File: config.mk
export PLATFORM = sky130hd
export DESIGN_NAME = afc_plane_eval
export DESIGN_NICKNAME = d
export VERILOG_FILES = /design/src/hw/rtl/afc_pkg.sv /design/src/hw/rtl/afc_plane_eval.sv
export SDC_FILE = /design/constraint.sdc
export NUM_CORES = 2
export LEC_CHECK = 0
export ABC_AREA = 1
export ABC_CLOCK_PERIOD_IN_PS = 8300
export BUFFER_PORTS_ARGS = -buffer_cell sky130_fd_sc_hd__buf_2
export CAP_MARGIN = 20
export CORE_AREA = 2 2 303 305
export DETAILED_ROUTE_END_ITERATION = 16
export DIE_AREA = 0 0 305 307
export PLACE_DENSITY = 0.56
export RECOVER_POWER = 25
export SETUP_SLACK_MARGIN = 0.05
export SYNTH_ARGS = -nofsm -noshare
export SYNTH_HDL_FRONTEND = slang
export SYNTH_SLANG_ARGS = --single-unit
File: constraint.sdc
create_clock -name clk -period 8.3 [get_ports clk]
set_input_delay 1.66 -clock clk [delete_from_list [all_inputs] [get_ports clk]]
set_output_delay 1.66 -clock clk [all_outputs]
set_load 0.1 [all_outputs]
File: src/hw/rtl/afc_pkg.sv
// Shared constants and types for the AABB frustum cull block.
// No dependencies; every other file refers to it by scoped names.
`timescale 1ns / 1ps

package afc_pkg;

  localparam int REG_COUNT  = 6;   // plane registers on the APB port
  localparam int PLANE_W    = 64;  // a, b, c, d packed 16 bits each
  localparam int COEF_W     = 16;  // width of one plane coefficient
  localparam int D_ALIGN    = 14;  // Q12.4 offset aligned to Q.18
  localparam int D_W        = COEF_W + D_ALIGN;
  localparam int CFG_ADDR_W = 6;   // byte addresses 8*i for six registers
  localparam int CFG_DATA_W = 64;
  localparam int OUT_W      = 8;   // visible flag padded to a byte

  // coefficient positions inside a plane register
  localparam int POS_A = 3;
  localparam int POS_B = 2;
  localparam int POS_C = 1;
  localparam int POS_D = 0;

  typedef logic [PLANE_W-1:0] plane_t;

  // load strobe and input valid for the product stage of each plane unit
  typedef struct packed {
    logic load;
    logic valid;
  } stage_ctl_t;

endpackage

File: src/hw/rtl/afc_plane_eval.sv
// One plane test: picks the corner furthest along the plane normal,
// registers the three products and the aligned offset, flags a negative sum.
// Depends on afc_pkg for coefficient layout and stage control.
`timescale 1ns / 1ps

module afc_plane_eval #(
  parameter int COORD_BITS = 16
) (
  input  logic                          clk,
  input  afc_pkg::stage_ctl_t           ctl,
  input  afc_pkg::plane_t               plane,
  input  logic signed [COORD_BITS-1:0]  x_max,
  input  logic signed [COORD_BITS-1:0]  x_min,
  input  logic signed [COORD_BITS-1:0]  y_max,
  input  logic signed [COORD_BITS-1:0]  y_min,
  input  logic signed [COORD_BITS-1:0]  z_max,
  input  logic signed [COORD_BITS-1:0]  z_min,
  output logic                          outside
);

  localparam int CW     = afc_pkg::COEF_W;
  localparam int PROD_W = CW + COORD_BITS;
  localparam int BASE_W = (PROD_W > afc_pkg::D_W) ? PROD_W : afc_pkg::D_W;
  localparam int SUM_W  = BASE_W + 2;

  logic signed [CW-1:0]          coef_a;
  logic signed [CW-1:0]          coef_b;
  logic signed [CW-1:0]          coef_c;
  logic signed [CW-1:0]          coef_d;
  logic signed [COORD_BITS-1:0]  vx;
  logic signed [COORD_BITS-1:0]  vy;
  logic signed [COORD_BITS-1:0]  vz;
  logic signed [PROD_W-1:0]      prod_x;
  logic signed [PROD_W-1:0]      prod_y;
  logic signed [PROD_W-1:0]      prod_z;
  logic signed [afc_pkg::D_W-1:0] off_d;
  logic signed [SUM_W-1:0]       plane_sum;

  assign coef_a = plane[afc_pkg::POS_A*CW +: CW];
  assign coef_b = plane[afc_pkg::POS_B*CW +: CW];
  assign coef_c = plane[afc_pkg::POS_C*CW +: CW];
  assign coef_d = plane[afc_pkg::POS_D*CW +: CW];

  // corner with the largest signed distance
  assign vx = coef_a[CW-1] ? x_min : x_max;
  assign vy = coef_b[CW-1] ? y_min : y_max;
  assign vz = coef_c[CW-1] ? z_min : z_max;

  always_ff @(posedge clk) begin
    if (ctl.load && ctl.valid) begin
      prod_x <= PROD_W'(coef_a) * PROD_W'(vx);
      prod_y <= PROD_W'(coef_b) * PROD_W'(vy);
      prod_z <= PROD_W'(coef_c) * PROD_W'(vz);
      off_d  <= {coef_d, {afc_pkg::D_ALIGN{1'b0}}};
    end
  end

  assign plane_sum = SUM_W'(prod_x) + SUM_W'(prod_y) + SUM_W'(prod_z) + SUM_W'(off_d);
  assign outside = plane_sum[SUM_W-1];

endmodule

## After elaboration in Yosys (flattened, before gate mapping)

Index checks and enable logic that the tools add are counted.

- Word-level logic and storage cells: 14
- Register bits: 112

- Multiplexer cells: 3
- $add $sub $neg: 3
- Reduce and logical (&&, ||, !) cells: 1
- $mul: 3

Operators with widths:

| kind | number |
|---|---|
| $mul 16x16->32 | 3 |
| $mux 16 | 3 |
| $add 33x32->34 | 1 |
| $add 34x30->34 | 1 |
| $add 32x32->33 | 1 |
| $logic_and 1x1->1 | 1 |

## Depth between registers and ports, before layout

- Depth after elaboration: 3
- Gate-level depth with buffers: 30

## Least setup slack after synthesis

OpenSTA, ideal clock, no wires.

- Path kind: input to register
- From: input port plane[47]
- To: register prod_y[31] (data pin)
- Stages on the path: 26
- Data arrival time: 6,739 ps
- Setup time: 254 ps
- Slack: 1,307 ps
- Buffers on the path: 3
- Cells stage by stage: buf_4 inv_4 buf_4 a21oi_2 inv_1 buf_2 nand2_1 fa_1 inv_1 fa_1 inv_1 fa_1 inv_1 fa_1 fa_1 inv_1 fa_1 inv_1 ha_1 a21o_1 a21oi_1 nand3_1 nand2_1 inv_1 o21ai_1 nand2_1

- Cells in the longest elaborated chain, start to end: 2

Ends and longest elaborated chain:

| what | RTL line | RTL |
|---|---|---|
| from (decl) | afc_plane_eval.sv:11 | `input afc_pkg::plane_t plane,` |
| $mux 16 | afc_plane_eval.sv:46 | `assign vy = coef_b[CW-1] ? y_min : y_max;` |
| $mul 16x16->32 * | afc_plane_eval.sv:52 | `prod_y <= PROD_W'(coef_b) * PROD_W'(vy);` |
| to (signal assigned) | afc_plane_eval.sv:52 |  |
| to (decl) | afc_plane_eval.sv:34 | `logic signed [PROD_W-1:0] prod_y;` |

Every way passes the cells marked *; elsewhere a longest branch is shown, timed or not.
A chain may end at the register's enable or synchronous reset.

## Final worst setup path

- From: input port plane[63]
- To: register prod_x[21] (data pin)

- Cells in the longest elaborated chain, start to end: 2

Ends and longest elaborated chain:

| what | RTL line | RTL |
|---|---|---|
| $mux 16 | afc_plane_eval.sv:45 | `assign vx = coef_a[CW-1] ? x_min : x_max;` |
| $mul 16x16->32 * | afc_plane_eval.sv:51 | `prod_x <= PROD_W'(coef_a) * PROD_W'(vx);` |
| to (signal assigned) | afc_plane_eval.sv:51 |  |
| to (decl) | afc_plane_eval.sv:33 | `logic signed [PROD_W-1:0] prod_x;` |

Marked as above.

==> metrics.md <==
| Metric | Value |
|---|---|
| Compound-Gate Fraction of Synth Area | `0.0425` |
| Vertical die dimension | `307 um` |
| Die footprint | `93600 um^2` |
| Iteration-0 DRC count of the detailed router | `1804` |
| Multiplexer share of the synthesized area | `0` |
| GRT Util Overall | `0.217` |
| Worst min path class | `in -> reg` |
| Setup TNS | `0 ps` |
| Number of flops mapped to enable cells by yosys | `112` |
| Final setup vio count | `0` |
| Crit path kind | `in -> reg` |
| Num ports | `164` |
| H-tree depth | `3` |
| Hold EP | `off_d[24]$_DFFE_PP_` |
| Synth Area in XOR/XNOR | `0.0205` |
| Synth Area in Adders | `0.568` |
| Die X | `305 um` |
| Worst stage delay on the critical path | `610 ps` |
| Mapped cell area | `35900 um^2` |
| Final Cell Area | `38300 um^2` |
| Post-synth net total | `5370` |
| HP Start | `plane[10]` |
| Vias in the first global route | `28500` |
| Num CTS Buffers | `9` |
| Worst-Margin Slew | `2120 ps` |
| # fillers | `9169` |
| Drt wl/cell | `18.0 um` |
| Top cell type's share of synthesized area | `0.467` |
| Via count | `26500` |
| Family with the most delay on the worst path | `adder cells` |
| CTS resizes | `0` |
| I/O Buffers | `163` |
| CTS Sinks | `112` |
| DP Area | `38000 um^2` |
| Post-synthesis simple-gate area fraction | `0.152` |
| Postcts setup bufs | `0` |
| Area of the multi-input gates | `28100 um^2` |
| Maximum clock frequency | `0.129 GHz` |
| Final nets | `5488` |
| Hold_buf cts | `0` |
| Setup crit end kind | `register` |
| CTS tree | `built` |
| Via-per-instance ratio | `4.92` |
| Final wirelength | `97.3 mm` |
| Crit path DAT | `7870 ps` |
| RSZ-0062 raised after global routing | `no` |
| DP HPWL | `85.5 mm` |
| Post-synthesis sequential area ratio | `0.0938` |
| Gate Count Post-Synth | `4082` |
| Synth async-reset ratio | `0` |
| Post-route ant nets | `0` |
| Fin crit period | `7750 ps` |
| Gpl congestion | `0.932` |
| Root Buffer Master | `clkbuf_16` |
| Failing checks | `max-capacitance violations, max-slew violations` |
| Area leader, netlist | `fa_1` |
| FF+latch area | `3360 um^2` |
| Worst-path clk slew | `80 ps` |
| Final antenna diode count | `0` |
| Synth cell types | `43` |
| Site Rows | `111` |
| Synth top area cells | `fa_1 47%, inv_1 11%, ha_1 10%` |
| Initial antenna violation count | `4` |
| Slew headroom | `-0.422` |
| Worst Path Required | `8410 ps` |
| First-pass GRT wire length | `158 mm` |
| Most common cell after layout, fill and taps aside | `inv_1` |
| WHS | `1470 ps` |
| Slowest stage cell, crit path | `a21oi_1` |
| Yosys reg bits | `112` |
| Synth-to-layout area growth | `6.68%` |
| Cell Chain, Critical Path | `buf_2, inv_4, a21oi_1, inv_1, nand2_1, fa_1, inv_1, fa_1, fa_1, fa_1, fa_1, inv_1, fa_1, inv_1, ha_1, a21oi_1, o21ai_0, a21oi_1, nand2_2, nand2_1, nand2_1, xor2_1` |
| Core Region | `90700 um^2` |
| Main combinational cell family by area after synthesis | `adder cells` |
| Outcome | `complete, but fails checks` |
| Longest Clk Path Bufs | `2` |
| Final Hold Vio Count | `0` |
| Layout cells sized above 1 | `0.0690` |
| Main synth FF type | `edfxtp_1` |
| Initial Util | `0.395` |
| Max-slew violation count | `47` |
| Buffers & Inverters on Critical Path | `6` |
| Hold path cells | `1` |
| Most frequent cells in the layout | `1029 x inv_1, 836 x fa_1, 711 x nand2_1` |
| Final core occ | `0.422` |
| Post-route clock period utilization | `0.934` |
| MaxCap Viol Count | `1` |
| Average size of a mapped cell | `8.78 um^2` |
| Critical Path Fanout Max | `17` |
| Drt pass-1 iters | `6` |
| Largest net degree at the start of global routing | `68` |
| Remaining global-route overflow | `0` |
| Critical path's most frequent cell | `fa_1` |
| Drt drc | `0` |
| Critical path startpoint category | `input port` |
| Yosys warns | `0` |
-- how the worst max path moves through the flow --
stage	start	endpoint	slack, ps	cells past startpoint
2_1_floorplan	plane[47]	prod_y[31]$_DFFE_PP_	1310	26
3_3_place_gp	plane[63]	prod_x[28]$_DFFE_PP_	260	23
3_5_place_dp	plane[63]	prod_x[30]$_DFFE_PP_	310	22
4_1_cts	plane[63]	prod_x[30]$_DFFE_PP_	710	22
5_1_grt	plane[63]	prod_x[28]$_DFFE_PP_	290	22
6_report	plane[63]	prod_x[21]$_DFFE_PP_	550	22
-- through the flow --
stage,setup slack [ps],cells
after global placement,264,5375
after floorplan,1310,4082
after detailed placement,305,5375
after global routing,286,5391
after CTS,707,5391
final,548,5391
-- final cells by class --
class,instances,share of cell area
Multi-Input combinational cell,2819,0.734
Inverter,1064,0.105
Sequential cell,112,0.0879
Tap cell,1186,0.0388
Timing Repair Buffer,194,0.0272
Clock buffer,9,0.00589
Clock inverter,7,0.00196
-- cell families (layout without fill, tap and decap cells) --
family                   after synthesis  after routing
flip-flops                           112            112
AO/OA/AOI/OAI                        249            249
buffers and inverters               1151           1274
adder cells (fa/ha/maj)             1125           1125
AND/OR/NAND/NOR                     1361           1361
XOR/XNOR                              84             84
-- cells in the mapped netlist, types with 5 or more instances --
library cell	number
inv_1	1030
a21o_1	9
nor3_2	6
a21oi_2	26
edfxtp_1	112
nand4_1	20
xnor2_1	24
o21ai_0	49
o21bai_1	14
clkinv_1	22
nand2_1	711
buf_1	6
fa_1	836
buf_4	8
inv_2	9
nor3_1	20
clkbuf_1	33
a21oi_4	7
ha_1	289
xor2_1	60
buf_2	36
nand3_1	83
or2_2	5
a21oi_1	119
nand2_2	18
o21ai_1	7
nor2_1	484
a21boi_0	5
-- sequential cells by signal (all words and copies together), names as in the netlist --
| signal | flops |
|---|---|
| prod_z | 32 |
| prod_x | 32 |
| off_d | 16 |
| prod_y | 32 |
-- layer usage --
layer	vias up	wire length, um	track usage
met5	-	24	0
met3	126	6470	0.0402
met4	4	2330	0.0470
met1	13400	43500	0.303
li1	12200	-	-
met2	785	44900	0.352
Power is not shown: default switching activity piles up to over one toggle a cycle in this logic, so the estimate is an artifact.
